File: src/design/brc_pkg.sv
// Package for the barometer reading compensation block.
// Holds the calibration record, controller states, datapath command codes
// and fixed-point constants shared by the controller, datapath and CSR files.
package brc_pkg;

   localparam int RAW_W   = 24;
   localparam int CAL_W   = 16;
   localparam int DT_W    = 26;
   localparam int TEMP_W  = 19;
   localparam int PRESS_W = 41;
   localparam int MUL_W   = 26;
   localparam int PROD_W  = 2 * MUL_W;
   localparam int OFF_W   = 42;
   localparam int SENS_W  = 40;
   localparam int ACC_W   = 64;
   localparam int ADDR_W  = 5;
   localparam int DATA_W  = 32;
   localparam int NUM_REGS = 6;

   localparam int TEMP_BASE  = 2000;
   localparam int COLD_LIMIT = -1500;

   // Power-of-two scalings of the compensation formulas.
   localparam int TREF_SHIFT = 8;
   localparam int T_SHIFT    = 23;
   localparam int OFF_SCALE  = 16;
   localparam int OFF_SHIFT  = 7;
   localparam int SENS_SCALE = 15;
   localparam int SENS_SHIFT = 8;
   localparam int DT2_SHIFT  = 31;
   localparam int P_SHIFT    = 21;
   localparam int SPLIT_W    = 20;

   localparam logic [2:0] REG_SENS     = 3'd0;
   localparam logic [2:0] REG_OFF      = 3'd1;
   localparam logic [2:0] REG_TCS      = 3'd2;
   localparam logic [2:0] REG_TCO      = 3'd3;
   localparam logic [2:0] REG_TREF     = 3'd4;
   localparam logic [2:0] REG_TEMPSENS = 3'd5;

   typedef struct packed {
      logic [CAL_W-1:0] sens;
      logic [CAL_W-1:0] off;
      logic [CAL_W-1:0] tcs;
      logic [CAL_W-1:0] tco;
      logic [CAL_W-1:0] tref;
      logic [CAL_W-1:0] tempsens;
   } cal_type;

   typedef enum logic [4:0] {
      ST_IDLE,
      ST_T_DIFF,
      ST_T_MUL,
      ST_T_FIN,
      ST_OFF_MUL,
      ST_OFF_ACC,
      ST_SENS_MUL,
      ST_SENS_ACC,
      ST_DT2_MUL,
      ST_DT2_ACC,
      ST_A_MUL,
      ST_A_ACC,
      ST_B_MUL,
      ST_B_ACC,
      ST_PL_MUL,
      ST_PL_ACC,
      ST_PH_MUL,
      ST_PH_ACC,
      ST_P_FIN,
      ST_DONE
   } state_type;

   typedef enum logic [3:0] {
      MUL_NONE,
      MUL_T,
      MUL_OFF,
      MUL_SENS,
      MUL_DT2,
      MUL_A,
      MUL_B,
      MUL_PL,
      MUL_PH
   } mul_sel_type;

   typedef enum logic [3:0] {
      ACC_NONE,
      ACC_DIFF,
      ACC_TFIN,
      ACC_OFF,
      ACC_SENS,
      ACC_DT2,
      ACC_A,
      ACC_B,
      ACC_PL,
      ACC_PH,
      ACC_PFIN
   } acc_op_type;

   typedef struct packed {
      logic        load_req;
      mul_sel_type mul_sel;
      acc_op_type  acc_op;
      logic        load_rsp;
   } cmd_type;

   typedef struct packed {
      logic t_below_base;
      logic t_below_cold;
   } status_type;

endpackage

File: src/design/brc_csr.sv
// Calibration register file with an APB-style write/read port.
// Depends on brc_pkg for the calibration record and register indexes.
module brc_csr
   import brc_pkg::*;
(
   input  logic              clock,
   input  logic              reset,
   input  logic              psel,
   input  logic              penable,
   input  logic              pwrite,
   input  logic [ADDR_W-1:0] paddr,
   input  logic [DATA_W-1:0] pwdata,
   output logic [DATA_W-1:0] prdata,
   output logic              pready,
   output cal_type           cal
);

   cal_type    cal_ff;
   cal_type    cal_in;
   logic [2:0] index;
   logic       write_en;

   assign index    = paddr[ADDR_W-1:2];
   assign pready   = 1'b1;
   assign write_en = psel && penable && pwrite;
   assign cal      = cal_ff;

   always_comb begin
      cal_in = cal_ff;
      if (write_en) begin
         case (index)
            REG_SENS:     cal_in.sens     = pwdata[CAL_W-1:0];
            REG_OFF:      cal_in.off      = pwdata[CAL_W-1:0];
            REG_TCS:      cal_in.tcs      = pwdata[CAL_W-1:0];
            REG_TCO:      cal_in.tco      = pwdata[CAL_W-1:0];
            REG_TREF:     cal_in.tref     = pwdata[CAL_W-1:0];
            REG_TEMPSENS: cal_in.tempsens = pwdata[CAL_W-1:0];
            default:      cal_in = cal_ff;
         endcase
      end
   end

   always_comb begin
      case (index)
         REG_SENS:     prdata = {{(DATA_W-CAL_W){1'b0}}, cal_ff.sens};
         REG_OFF:      prdata = {{(DATA_W-CAL_W){1'b0}}, cal_ff.off};
         REG_TCS:      prdata = {{(DATA_W-CAL_W){1'b0}}, cal_ff.tcs};
         REG_TCO:      prdata = {{(DATA_W-CAL_W){1'b0}}, cal_ff.tco};
         REG_TREF:     prdata = {{(DATA_W-CAL_W){1'b0}}, cal_ff.tref};
         REG_TEMPSENS: prdata = {{(DATA_W-CAL_W){1'b0}}, cal_ff.tempsens};
         default:      prdata = '0;
      endcase
   end

   always_ff @(posedge clock) begin
      if (reset) begin
         cal_ff <= '0;
      end else begin
         cal_ff <= cal_in;
      end
   end

endmodule

File: src/design/brc_ctrl.sv
// Sequencing controller: steps the shared multiplier through the formulas.
// Depends on brc_pkg for the state, command and status types.
module brc_ctrl
   import brc_pkg::*;
(
   input  logic       clock,
   input  logic       reset,
   input  logic       req_tvalid,
   input  logic       req_op,
   output logic       req_tready,
   output logic       rsp_tvalid,
   input  logic       rsp_tready,
   input  status_type status,
   output cmd_type    cmd
);

   state_type state_ff;
   state_type state_in;
   logic      rsp_tvalid_ff;
   logic      rsp_tvalid_in;
   logic      out_free;

   assign out_free   = !rsp_tvalid_ff || rsp_tready;
   assign rsp_tvalid = rsp_tvalid_ff;
   assign req_tready = (state_ff == ST_IDLE);

   always_comb begin
      state_in = state_ff;
      case (state_ff)
         ST_IDLE: begin
            if (req_tvalid) begin
               state_in = req_op ? ST_OFF_MUL : ST_T_DIFF;
            end
         end
         ST_T_DIFF:   state_in = ST_T_MUL;
         ST_T_MUL:    state_in = ST_T_FIN;
         ST_T_FIN:    state_in = ST_DONE;
         ST_OFF_MUL:  state_in = ST_OFF_ACC;
         ST_OFF_ACC:  state_in = ST_SENS_MUL;
         ST_SENS_MUL: state_in = ST_SENS_ACC;
         ST_SENS_ACC: state_in = status.t_below_base ? ST_DT2_MUL : ST_PL_MUL;
         ST_DT2_MUL:  state_in = ST_DT2_ACC;
         ST_DT2_ACC:  state_in = ST_A_MUL;
         ST_A_MUL:    state_in = ST_A_ACC;
         ST_A_ACC:    state_in = status.t_below_cold ? ST_B_MUL : ST_PL_MUL;
         ST_B_MUL:    state_in = ST_B_ACC;
         ST_B_ACC:    state_in = ST_PL_MUL;
         ST_PL_MUL:   state_in = ST_PL_ACC;
         ST_PL_ACC:   state_in = ST_PH_MUL;
         ST_PH_MUL:   state_in = ST_PH_ACC;
         ST_PH_ACC:   state_in = ST_P_FIN;
         ST_P_FIN:    state_in = ST_DONE;
         ST_DONE: begin
            if (out_free) begin
               state_in = ST_IDLE;
            end
         end
         default:     state_in = ST_IDLE;
      endcase
   end

   always_comb begin
      cmd.load_req = 1'b0;
      cmd.mul_sel  = MUL_NONE;
      cmd.acc_op   = ACC_NONE;
      cmd.load_rsp = 1'b0;
      case (state_ff)
         ST_IDLE:     cmd.load_req = req_tvalid;
         ST_T_DIFF:   cmd.acc_op   = ACC_DIFF;
         ST_T_MUL:    cmd.mul_sel  = MUL_T;
         ST_T_FIN:    cmd.acc_op   = ACC_TFIN;
         ST_OFF_MUL:  cmd.mul_sel  = MUL_OFF;
         ST_OFF_ACC:  cmd.acc_op   = ACC_OFF;
         ST_SENS_MUL: cmd.mul_sel  = MUL_SENS;
         ST_SENS_ACC: cmd.acc_op   = ACC_SENS;
         ST_DT2_MUL:  cmd.mul_sel  = MUL_DT2;
         ST_DT2_ACC:  cmd.acc_op   = ACC_DT2;
         ST_A_MUL:    cmd.mul_sel  = MUL_A;
         ST_A_ACC:    cmd.acc_op   = ACC_A;
         ST_B_MUL:    cmd.mul_sel  = MUL_B;
         ST_B_ACC:    cmd.acc_op   = ACC_B;
         ST_PL_MUL:   cmd.mul_sel  = MUL_PL;
         ST_PL_ACC:   cmd.acc_op   = ACC_PL;
         ST_PH_MUL:   cmd.mul_sel  = MUL_PH;
         ST_PH_ACC:   cmd.acc_op   = ACC_PH;
         ST_P_FIN:    cmd.acc_op   = ACC_PFIN;
         ST_DONE:     cmd.load_rsp = out_free;
         default:     cmd.load_req = 1'b0;
      endcase
   end

   always_comb begin
      rsp_tvalid_in = rsp_tvalid_ff;
      if (cmd.load_rsp) begin
         rsp_tvalid_in = 1'b1;
      end else if (rsp_tready) begin
         rsp_tvalid_in = 1'b0;
      end
   end

   always_ff @(posedge clock) begin
      if (reset) begin
         state_ff      <= ST_IDLE;
         rsp_tvalid_ff <= 1'b0;
      end else begin
         state_ff      <= state_in;
         rsp_tvalid_ff <= rsp_tvalid_in;
      end
   end

   a_accept_starts_work: assert property (@(posedge clock) disable iff (reset)
      req_tvalid && req_tready |=> state_ff == ST_T_DIFF || state_ff == ST_OFF_MUL)
      else $error("accepted beat did not start a compensation sequence");

   a_load_shows_valid: assert property (@(posedge clock) disable iff (reset)
      cmd.load_rsp |=> rsp_tvalid_ff)
      else $error("loaded result was not presented on the result channel");

   a_cold_after_square: assert property (@(posedge clock) disable iff (reset)
      state_ff == ST_B_MUL |-> $past(state_ff) == ST_A_ACC)
      else $error("cold correction entered without the low temperature term");

endmodule

File: src/design/brc_dp.sv
// Compensation datapath: one shared 26x26 multiplier with a registered
// product, plus the offset, sensitivity and product accumulators. Uses brc_pkg.
module brc_dp
   import brc_pkg::*;
(
   input  logic                     clock,
   input  logic                     reset,
   input  cmd_type                  cmd,
   input  cal_type                  cal,
   input  logic [RAW_W-1:0]         req_raw,
   output status_type               status,
   output logic signed [TEMP_W-1:0] rsp_temp,
   output logic signed [PRESS_W-1:0] rsp_press,
   output logic                     rsp_pvalid
);

   logic [RAW_W-1:0]          raw_ff;
   logic signed [DT_W-1:0]    dt_ff;
   logic signed [TEMP_W-1:0]  t_ff;
   logic signed [PROD_W-1:0]  prod_ff;
   logic signed [OFF_W-1:0]   off_ff;
   logic signed [SENS_W-1:0]  sens_ff;
   logic signed [ACC_W-1:0]   acc_ff;
   logic signed [TEMP_W-1:0]  tout_ff;
   logic signed [PRESS_W-1:0] press_ff;
   logic                      pvalid_ff;
   logic signed [TEMP_W-1:0]  rsp_temp_ff;
   logic signed [PRESS_W-1:0] rsp_press_ff;
   logic                      rsp_pvalid_ff;

   logic signed [MUL_W-1:0]   mul_a;
   logic signed [MUL_W-1:0]   mul_b;
   logic signed [DT_W-1:0]    diff;
   logic signed [MUL_W-1:0]   t_ext;
   logic signed [MUL_W-1:0]   t_warm;
   logic signed [MUL_W-1:0]   t_cold;
   logic                      psign;
   logic signed [PROD_W-1:0]  t_quot;
   logic signed [PROD_W-1:0]  off_quot;
   logic signed [PROD_W-1:0]  sens_quot;
   logic [SENS_W-1:0]         square;
   logic [SENS_W+1:0]         five_a;
   logic [SENS_W+2:0]         seven_b;
   logic [SENS_W+3:0]         eleven_b;
   logic signed [ACC_W-1:0]   prod_ext;
   logic signed [ACC_W-1:0]   p_quot;

   assign diff = $signed({2'b00, raw_ff}) -
                 $signed({{(DT_W-CAL_W-TREF_SHIFT){1'b0}}, cal.tref, {TREF_SHIFT{1'b0}}});
   assign t_ext  = {{(MUL_W-TEMP_W){t_ff[TEMP_W-1]}}, t_ff};
   assign t_warm = t_ext - MUL_W'(TEMP_BASE);
   assign t_cold = t_ext - MUL_W'(COLD_LIMIT);

   assign status.t_below_base = t_ff < TEMP_W'(TEMP_BASE);
   assign status.t_below_cold = t_ff < TEMP_W'(COLD_LIMIT);

   always_comb begin
      case (cmd.mul_sel)
         MUL_T: begin
            mul_a = dt_ff;
            mul_b = $signed({{(MUL_W-CAL_W){1'b0}}, cal.tempsens});
         end
         MUL_OFF: begin
            mul_a = dt_ff;
            mul_b = $signed({{(MUL_W-CAL_W){1'b0}}, cal.tco});
         end
         MUL_SENS: begin
            mul_a = dt_ff;
            mul_b = $signed({{(MUL_W-CAL_W){1'b0}}, cal.tcs});
         end
         MUL_DT2: begin
            mul_a = dt_ff;
            mul_b = dt_ff;
         end
         MUL_A: begin
            mul_a = t_warm;
            mul_b = t_warm;
         end
         MUL_B: begin
            mul_a = t_cold;
            mul_b = t_cold;
         end
         MUL_PL: begin
            mul_a = $signed({2'b00, raw_ff});
            mul_b = $signed({{(MUL_W-SPLIT_W){1'b0}}, sens_ff[SPLIT_W-1:0]});
         end
         MUL_PH: begin
            mul_a = $signed({2'b00, raw_ff});
            mul_b = {{(MUL_W-SENS_W+SPLIT_W){sens_ff[SENS_W-1]}},
                     sens_ff[SENS_W-1:SPLIT_W]};
         end
         default: begin
            mul_a = '0;
            mul_b = '0;
         end
      endcase
   end

   // Signed quotients by powers of two round toward zero: negative
   // products get the divisor minus one added before the arithmetic shift.
   assign psign     = prod_ff[PROD_W-1];
   assign t_quot    = (prod_ff + $signed({{(PROD_W-T_SHIFT){1'b0}}, {T_SHIFT{psign}}}))
                      >>> T_SHIFT;
   assign off_quot  = (prod_ff + $signed({{(PROD_W-OFF_SHIFT){1'b0}}, {OFF_SHIFT{psign}}}))
                      >>> OFF_SHIFT;
   assign sens_quot = (prod_ff + $signed({{(PROD_W-SENS_SHIFT){1'b0}}, {SENS_SHIFT{psign}}}))
                      >>> SENS_SHIFT;

   // Squares are non-negative, so their halvings are plain right shifts.
   assign square   = prod_ff[SENS_W-1:0];
   assign five_a   = {square, 2'b00} + {2'b00, square};
   assign seven_b  = {square, 3'b000} - {3'b000, square};
   assign eleven_b = {square, 3'b000} + {2'b00, square, 1'b0} + {4'b0000, square};

   assign prod_ext = {{(ACC_W-PROD_W){prod_ff[PROD_W-1]}}, prod_ff};
   assign p_quot   = (acc_ff + $signed({{(ACC_W-P_SHIFT){1'b0}}, {P_SHIFT{acc_ff[ACC_W-1]}}}))
                     >>> P_SHIFT;

   always_ff @(posedge clock) begin
      prod_ff <= mul_a * mul_b;
      if (cmd.load_req) begin
         raw_ff <= req_raw;
      end
      case (cmd.acc_op)
         ACC_TFIN: begin
            tout_ff   <= TEMP_W'(TEMP_BASE) + t_quot[TEMP_W-1:0];
            press_ff  <= '0;
            pvalid_ff <= 1'b0;
         end
         ACC_OFF: begin
            off_ff    <= $signed({{(OFF_W-CAL_W-OFF_SCALE){1'b0}}, cal.off, {OFF_SCALE{1'b0}}})
                         + off_quot[OFF_W-1:0];
            tout_ff   <= t_ff;
            pvalid_ff <= 1'b1;
         end
         ACC_SENS: begin
            sens_ff <= $signed({{(SENS_W-CAL_W-SENS_SCALE){1'b0}}, cal.sens,
                                {SENS_SCALE{1'b0}}}) + sens_quot[SENS_W-1:0];
         end
         ACC_DT2: begin
            tout_ff <= t_ff - $signed(prod_ff[DT2_SHIFT+TEMP_W-1:DT2_SHIFT]);
         end
         ACC_A: begin
            off_ff  <= off_ff - $signed({1'b0, five_a[SENS_W+1:1]});
            sens_ff <= sens_ff - $signed(five_a[SENS_W+1:2]);
         end
         ACC_B: begin
            off_ff  <= off_ff - $signed(seven_b[OFF_W-1:0]);
            sens_ff <= sens_ff - $signed(eleven_b[SENS_W:1]);
         end
         ACC_PL: begin
            acc_ff <= prod_ext;
         end
         ACC_PH: begin
            acc_ff <= acc_ff + (prod_ext <<< SPLIT_W);
         end
         ACC_PFIN: begin
            press_ff <= p_quot[PRESS_W-1:0] - off_ff[PRESS_W-1:0];
         end
         default: begin
            acc_ff <= acc_ff;
         end
      endcase
      if (cmd.load_rsp) begin
         rsp_temp_ff   <= tout_ff;
         rsp_press_ff  <= press_ff;
         rsp_pvalid_ff <= pvalid_ff;
      end
   end

   // Stored temperature state: written only by a temperature beat.
   always_ff @(posedge clock) begin
      if (reset) begin
         dt_ff <= '0;
         t_ff  <= '0;
      end else begin
         if (cmd.acc_op == ACC_DIFF) begin
            dt_ff <= diff;
         end
         if (cmd.acc_op == ACC_TFIN) begin
            t_ff <= TEMP_W'(TEMP_BASE) + t_quot[TEMP_W-1:0];
         end
      end
   end

   assign rsp_temp   = rsp_temp_ff;
   assign rsp_press  = rsp_press_ff;
   assign rsp_pvalid = rsp_pvalid_ff;

   a_raw_captured: assert property (@(posedge clock) disable iff (reset)
      cmd.load_req |=> raw_ff == $past(req_raw))
      else $error("raw sample was not captured on acceptance");

   a_temp_state_holds: assert property (@(posedge clock) disable iff (reset)
      cmd.acc_op != ACC_TFIN |=> $stable(t_ff))
      else $error("stored temperature changed outside a temperature beat");

   a_temp_beat_no_press: assert property (@(posedge clock) disable iff (reset)
      cmd.acc_op == ACC_TFIN |=> press_ff == '0 && !pvalid_ff && tout_ff == t_ff)
      else $error("temperature beat left a pressure result behind");

endmodule

File: src/design/barometer_reading_compensation_top.sv
// Barometer reading compensation built around the single shared 26x26
// multiplier, whose product is registered and consumed in the following cycle,
// so every product takes a multiply state and an accumulate state. A pressure
// beat adds the second-order steps below 20.00 degrees and the cold-correction
// steps below -15.00 degrees. The result sits in an output register, so the
// next beat is taken while a finished result waits. The temperature beat
// stores dT and the first-order temperature for later pressure beats; the
// user must write calibration words through the CSR port only while idle,
// and the block itself does not enforce it.
module barometer_reading_compensation_top
   import brc_pkg::*;
(
   input  logic              clock,
   input  logic              reset,
   input  logic              req_tvalid,
   output logic              req_tready,
   input  logic [23:0]       req_tdata,  // [23:0] raw_sample
   input  logic              req_tuser,  // [0] op
   output logic              rsp_tvalid,
   input  logic              rsp_tready,
   output logic [63:0]       rsp_tdata,  // [18:0] temperature_centi, [59:19] pressure_q15
   output logic              rsp_tuser,  // [0] pressure_valid
   input  logic              csr_psel,
   input  logic              csr_penable,
   input  logic              csr_pwrite,
   input  logic [ADDR_W-1:0] csr_paddr,
   input  logic [DATA_W-1:0] csr_pwdata,
   output logic [DATA_W-1:0] csr_prdata,
   output logic              csr_pready
);

   cal_type                   cal;
   cmd_type                   cmd;
   status_type                status;
   logic signed [TEMP_W-1:0]  rsp_temp;
   logic signed [PRESS_W-1:0] rsp_press;
   logic                      rsp_pvalid;

   brc_csr u_csr (
      .clock   (clock),
      .reset   (reset),
      .psel    (csr_psel),
      .penable (csr_penable),
      .pwrite  (csr_pwrite),
      .paddr   (csr_paddr),
      .pwdata  (csr_pwdata),
      .prdata  (csr_prdata),
      .pready  (csr_pready),
      .cal     (cal)
   );

   brc_ctrl u_ctrl (
      .clock      (clock),
      .reset      (reset),
      .req_tvalid (req_tvalid),
      .req_op     (req_tuser),
      .req_tready (req_tready),
      .rsp_tvalid (rsp_tvalid),
      .rsp_tready (rsp_tready),
      .status     (status),
      .cmd        (cmd)
   );

   brc_dp u_dp (
      .clock      (clock),
      .reset      (reset),
      .cmd        (cmd),
      .cal        (cal),
      .req_raw    (req_tdata),
      .status     (status),
      .rsp_temp   (rsp_temp),
      .rsp_press  (rsp_press),
      .rsp_pvalid (rsp_pvalid)
   );

   assign rsp_tdata = {{(64-TEMP_W-PRESS_W){1'b0}}, rsp_press, rsp_temp};
   assign rsp_tuser = rsp_pvalid;

endmodule
File: config.mk
export PLATFORM = sky130hd
export DESIGN_NAME = barometer_reading_compensation_top
export DESIGN_NICKNAME = d
export VERILOG_FILES = /design/src/design/brc_pkg.sv /design/src/design/brc_csr.sv /design/src/design/brc_ctrl.sv /design/src/design/brc_dp.sv /design/src/design/barometer_reading_compensation_top.sv
export SDC_FILE = /design/constraint.sdc
export NUM_CORES = 2
export LEC_CHECK = 0
export ABC_AREA = 1
export BUFFER_PORTS_ARGS = -buffer_cell sky130_fd_sc_hd__buf_2
export CAP_MARGIN = 20
export CORE_AREA = 2 2 354 356
export DETAILED_ROUTE_END_ITERATION = 7
export DIE_AREA = 0 0 356 358
export GPL_TIMING_DRIVEN = 0
export PLACE_DENSITY = 0.77
export SETUP_SLACK_MARGIN = 0.1
export SYNTH_ARGS = -nofsm -noshare
export SYNTH_HDL_FRONTEND = slang
export SYNTH_SLANG_ARGS = --single-unit
File: constraint.sdc
create_clock -name clock -period 8.7 [get_ports clock]
set_clock_uncertainty 0.1 [all_clocks]
set_input_delay 0.87 -clock clock [delete_from_list [all_inputs] [get_ports clock]]
set_output_delay 0.87 -clock clock [all_outputs]
set_load 0.01 [all_outputs]
# Word level (Yosys, flattened, before mapping)
# Cells that the tools add are included.
# W data, S select, Z words.
# classes
order_cmp	2
addsub	21
eq_ne	44
muxes	21
reduce_logical	23
mul	1
# ops
cell	count
$pmux W26 S8	1
$pmux W64 S2	1
$pmux W42 S3	1
$pmux W40 S3	1
$pmux W26 S4	1
$pmux W16 S6	1
$pmux W5 S19	1
$sub A42 B42 Y42	2
$pmux W41 S2	1
$sub A40 B40 Y40	2
$add A64 B64 Y64	1
$add A62 B22 Y62	1
$pmux W19 S3	1
$mul A26 B26 Y52	1
$add A49 B8 Y49	1
$add A48 B9 Y48	1
$add A32 B42 Y42	1
$add A42 B24 Y42	1
$add A42 B40 Y42	1
$sub A42 B40 Y42	1
$add A41 B40 Y41	1
$add A41 B41 Y41	1
$sub A41 B41 Y41	1
$add A31 B40 Y40	1
other kinds (36)	86
# word_totals
output_inout_bits	100
wordCells	133
in_bits	69
reg_bits	491

# Longest topological paths before layout
# depth
depth_word	6
depth_mapped	45
mapped_depth_nobuf	44

# Cells and area by module
# A second synthesis with hierarchy kept.
# hier_totals
cells_unflattened	10460
hier_area_um2	74392.6
# by_module_without_submodules
module	cells_per_inst	instances	area_each_um2	seq_area_each_um2
brc_dp	9572	1	68873.6	10660.2
brc_csr	784	1	4942.2	1921.8
brc_ctrl	99	1	543.0	120.1
barometer_reading_compensation_top	5	1	33.8	0.0

# Worst setup path before layout
# OpenSTA, ideal clock, no wires.
# synth_path
path_type	reg-to-reg
start	reg u_ctrl.state_ff[0]
end	reg u_dp.prod_ff[50]
arrival_time_ps	7819
stages_incl_launch_ff	31
setup_time_ps	72
slack_ps	709
path_buffers	2
required_ps	8528
synth_period_minus_slack_ps	7991
cell_sequence	dfxtp_1 > nor2_1 > inv_2 > nor3_2 > inv_1 > buf_2 > o21ai_0 > a221oi_1 > o2111ai_2 > buf_2 > nand2_1 > fa_1 > inv_1 > fa_1 > fa_1 > fa_1 > fa_1 > fa_1 > inv_1 > fa_1 > inv_1 > ha_1 > nand2_1 > nor2_1 > inv_1 > nor4_1 > nand3b_1 > nand3_1 > nand2_1 > o2111ai_1 > xor2_1
# synth_via
elab_chain_cells	6
word_cells_on_any_way	22
cone_classes	mul: 1; eq/ne: 16; mux: 3; reduce/logical: 2
# synth_rtl
item	line	source
from (decl)	brc_ctrl.sv:17	state_type state_ff;
from (signal assigned)	brc_ctrl.sv:106	state_ff <= state_in;
$eq A5 B5 Y1, or another cell as far along	brc_ctrl.sv:67	case (state_ff)
$pmux W4 S8 (*)	brc_ctrl.sv:67	
$eq A4 B1 Y1, or another cell as far along	brc_dp.sv:58	case (cmd.mul_sel)
$reduce_or A4 Y1 (no line) / $reduce_or A2 Y1 (equally long branches)	n/a	
$pmux W26 S4	brc_dp.sv:58	
$mul A26 B26 Y52 (*)	brc_dp.sv:120	prod_ff <= mul_a * mul_b;
to (signal assigned)	brc_dp.sv:120	
to (decl)	brc_dp.sv:20	logic signed [PROD_W-1:0] prod_ff;
# Mark *: on every way between the ends. The rest lies on a longest branch, timed or not.
# A chain may end at the register's enable or synchronous reset.

# Worst setup path in the final report
# layout_path
start	reg u_ctrl.state_ff[0]
end	reg u_dp.prod_ff[49]
# The elaborated chain is that of the path after synthesis.

==> flow_summary.json <==
{
  "use_met1_pct": 60.5,
  "drv_slew": 0,
  "antenna_found_initial": 21,
  "yosysUniqueCellTypes": 81,
  "wire_per_inst_um": 26.7,
  "start_kind": "register",
  "synth_edf_count": 291,
  "drt_iter0_drc": 11539,
  "ys_async_sr_fraction_pct": 0,
  "crit_required_ns": 9.11,
  "hold_slack_ns": 0.233,
  "crit_start": "u_ctrl.state_ff[0]",
  "cap_violations": 0,
  "syn_area_um2": 73800,
  "start_util_pct": 59.8,
  "drc": 47,
  "drive_gt1_share_pct": 9.38,
  "relSlewSlack_pct": 11.4,
  "cp-end-kind": "register",
  "reg2reg_depth": 27,
  "die_width_um": 356,
  "grt_usage_pct": 50.0,
  "p_leak_nw": 41.6,
  "final_cell_mix": "2,121 x nand2_1, 2,076 x inv_1, 868 x nor2_1",
  "cts_tree": "built",
  "clk_pin_slew_worst_paths_ns": 0.07,
  "gr-usage-met3_pct": 16.5,
  "rows": 129,
  "first_pass_iters": 8,
  "ys_ff_latch": 489,
  "syn2layout_area_growth_pct": 11.4,
  "routed_wl_um": 329000,
  "reg2reg_slack_ns": -0.30,
  "ys_seq_area_share_pct": 17.2,
  "synth_top_area_share_pct": 21.1,
  "grt_max_degree": 42,
  "max_freq_mhz": 111,
  "arrival_ns": 9.41,
  "yosysWarnings": 0,
  "timing.final.ws_setup_ns": -0.297,
  "r2r_end": "u_dp.prod_ff[49]",
  "dpl.hpwl_um": 266000,
  "fillCellCount": 10419,
  "die_h_um": 358,
  "numCtsBuffers": 56,
  "layout.nets": 12027,
  "violations": "DRC, setup timing",
  "holdPathStages": 1,
  "multiInputGateArea_um2": 53000,
  "finalWeightedCongestion": 1.13,
  "syn_area_per_cell_um2": 7.17,
  "viasPerCell": 6.31,
  "via_count": 77883,
  "regArea_um2": 12700,
  "grt_pass1_vias": 74181,
  "cts.sinks": 489,
  "powerDensity_nw_per_um2": 128,
  "syn_inst": 10281,
  "outcome": "complete, but fails checks",
  "synth_top_area_cell": "fa_1",
  "ir_drop_uv": 200,
  "hold_viol_final": 0,
  "overflow": 0,
  "htreeDepth": 2,
  "hp-class": "primary input to register",
  "timing.final.crit_share_pct": 103,
  "min_to": "u_dp.raw_ff[20]",
  "crit_type": "register to register",
  "ant_nets": 0,
  "grtUsageMet2_pct": 73.1,
  "grt_pass1_wl_um": 469000,
  "insertion_delay_ns": 0.72,
  "worst_slew_pin_slew_ns": 1.33,
  "hp-start": "req_tdata[20]",
  "rr_startpoint": "u_ctrl.state_ff[0]",
  "min_period_ns": 9.00,
  "setup_viol": 12,
  "holdBufCountCts": 0,
  "ys_top_cells_by_area": "fa_1 21%, edfxtp_1 12%, nand2_1 11%, inv_1 11%, ha_1 9.2%",
  "busiest_layer": "met2",
  "finalPower_mw": 10.5,
  "ioPinCount": 169,
  "root_buffer": "clkbuf_16",
  "rsz0062_at_grt": "true",
  "port_buffers": 127,
  "clockBufferDepth": 3,
  "dieArea_um2": 127000,
  "layout_commonest_cell": "nand2_1",
  "core-area_um2": 123000,
  "path_max_fanout": 10,
  "yosys_most_used_dff": "edfxtp_1"
}
-- final cells by class --
| cell class | instances | area share [%] |
|---|---|---|
| multi-input combinational | 7399 | 64.5 |
| sequential | 489 | 15.5 |
| inverter | 2169 | 9.95 |
| timing repair buffer | 282 | 3.14 |
| tap | 1637 | 2.49 |
| buffer | 243 | 1.97 |
| clock buffer | 65 | 1.81 |
| clock inverter | 41 | 0.576 |
| antenna | 14 | 0.0426 |
-- synthesized netlist by cell type, types with 15 or more instances --
| master | n |
|---|---|
| nand2_1 | 2154 |
| inv_1 | 2098 |
| nor2_1 | 898 |
| fa_1 | 778 |
| a21oi_1 | 756 |
| o21ai_0 | 651 |
| ha_1 | 540 |
| nand3_1 | 406 |
| edfxtp_1 | 291 |
| dfxtp_1 | 198 |
| xor2_1 | 166 |
| buf_2 | 110 |
| nor3_1 | 101 |
| a31oi_1 | 96 |
| clkbuf_1 | 92 |
| nand4_1 | 91 |
| xnor2_1 | 84 |
| or2_2 | 66 |
| inv_2 | 64 |
| o21a_1 | 52 |
| nor4_1 | 48 |
| a21o_1 | 46 |
| o21bai_1 | 38 |
| buf_4 | 35 |
| o22ai_1 | 33 |
| o211ai_1 | 31 |
| o21ai_1 | 30 |
| a221oi_1 | 29 |
| and3_1 | 25 |
| nand3b_1 | 22 |
| nand2_2 | 21 |
| a21boi_0 | 20 |
| a22oi_1 | 18 |
| and2_1 | 17 |
| nor2_2 | 17 |
| o221ai_1 | 17 |
| nor3_2 | 15 |
-- worst max path at each step --
stage                       end  slack, ns  cells after the start
4_1_cts        u_dp.prod_ff[50]        0.1                     36
3_5_place_dp   u_dp.prod_ff[50]      -1.60                     30
6_report       u_dp.prod_ff[49]      -0.30                     27
3_3_place_gp   u_dp.prod_ff[50]      -1.92                     29
5_1_grt        u_dp.prod_ff[50]      -0.36                     32
2_1_floorplan  u_dp.prod_ff[50]       0.71                     30
-- sequential cells by signal, summed over array words and instances (netlist names), 5 cells and up --
signal and cells:
u_dp.rsp_temp 19, u_dp.tout_ff 19, u_dp.dt_ff 25, u_dp.rsp_press 41
u_csr.cal 96, u_dp.sens_ff 40, u_dp.acc_ff 64, u_dp.off_ff 41
u_ctrl.state_ff 5, u_dp.raw_ff 24, u_dp.t_ff 19, u_dp.press_ff 41
u_dp.prod_ff 52
-- through the flow --
stage / worst slack, ns / cell area (um^2) / cells / TNS, ns / utilization (%)
final: -0.297 / 82100 / 12339 / -2.00 / 66.6
after global routing: -0.363 / 82100 / 12328 / -2.95 / 66.6
after CTS: 0.0991 / 80200 / 12237 / 0 / 65.0
after detailed placement: -1.60 / 77300 / 12098 / -23.98 / 62.7
after global placement: -1.92 / 76500 / 12064 / -31.19 / 62.1
after floorplan: 0.709 / 73800 / 10300 / 0 / -
-- kinds of logic after synthesis --
logic type	synth area share (%)
AO/OA/AOI/OAI	14.3
XOR/XNOR	2.97
adder cells (fa/ha/maj)	30.3
buffers and inverters	12.7
flip-flops	17.2
multiplexers	0.0288
other	0.0102
AND/OR/NAND/NOR	22.5
-- metal layers --
metal	part of all wire [%]	wire, um
met1	34	112000
met5	0.17	546
met4	10	33600
met3	15	48400
met2	41	134000
-- critical path, cell delays in order, from the launching register on --
cell      delay [ns]
dfxtp_1         0.35
nor2_2          0.18
nand2_1         0.15
nor2_4          0.19
buf_6           0.20
inv_1           0.09
nor2_4          0.38
nor2_8          0.11
o21ai_2         0.13
buf_4           0.27
nand4_1         0.84
inv_1           0.35
fa_1            0.48
fa_1            0.54
fa_1            0.52
fa_1            0.52
fa_1            0.51
fa_1            0.55
inv_1           0.06
fa_1            0.58
inv_1           0.07
ha_2            0.34
a21o_1          0.25
a31oi_1         0.24
o21ai_0         0.21
a221oi_2        0.32
nand3_1         0.13
xor2_1          0.15
-- report_power, final --
| part | switching [mW] | internal [mW] | total (mW) |
|---|---|---|---|
| Sequential | 0.266 | 2.68 | 2.95 |
| Combinational | 3.49 | 1.52 | 5.01 |
| Clock | 1.16 | 1.40 | 2.57 |
-- what timing repair did --
item / in CTS / in global routing
pin swaps: 20 / 94
gates cloned: 0 / 3
setup endpoints to repair: 31 / 28
resized for setup: 164 / 317
buffers inserted: 33 / 82
Power figures use the tool's default switching activity.
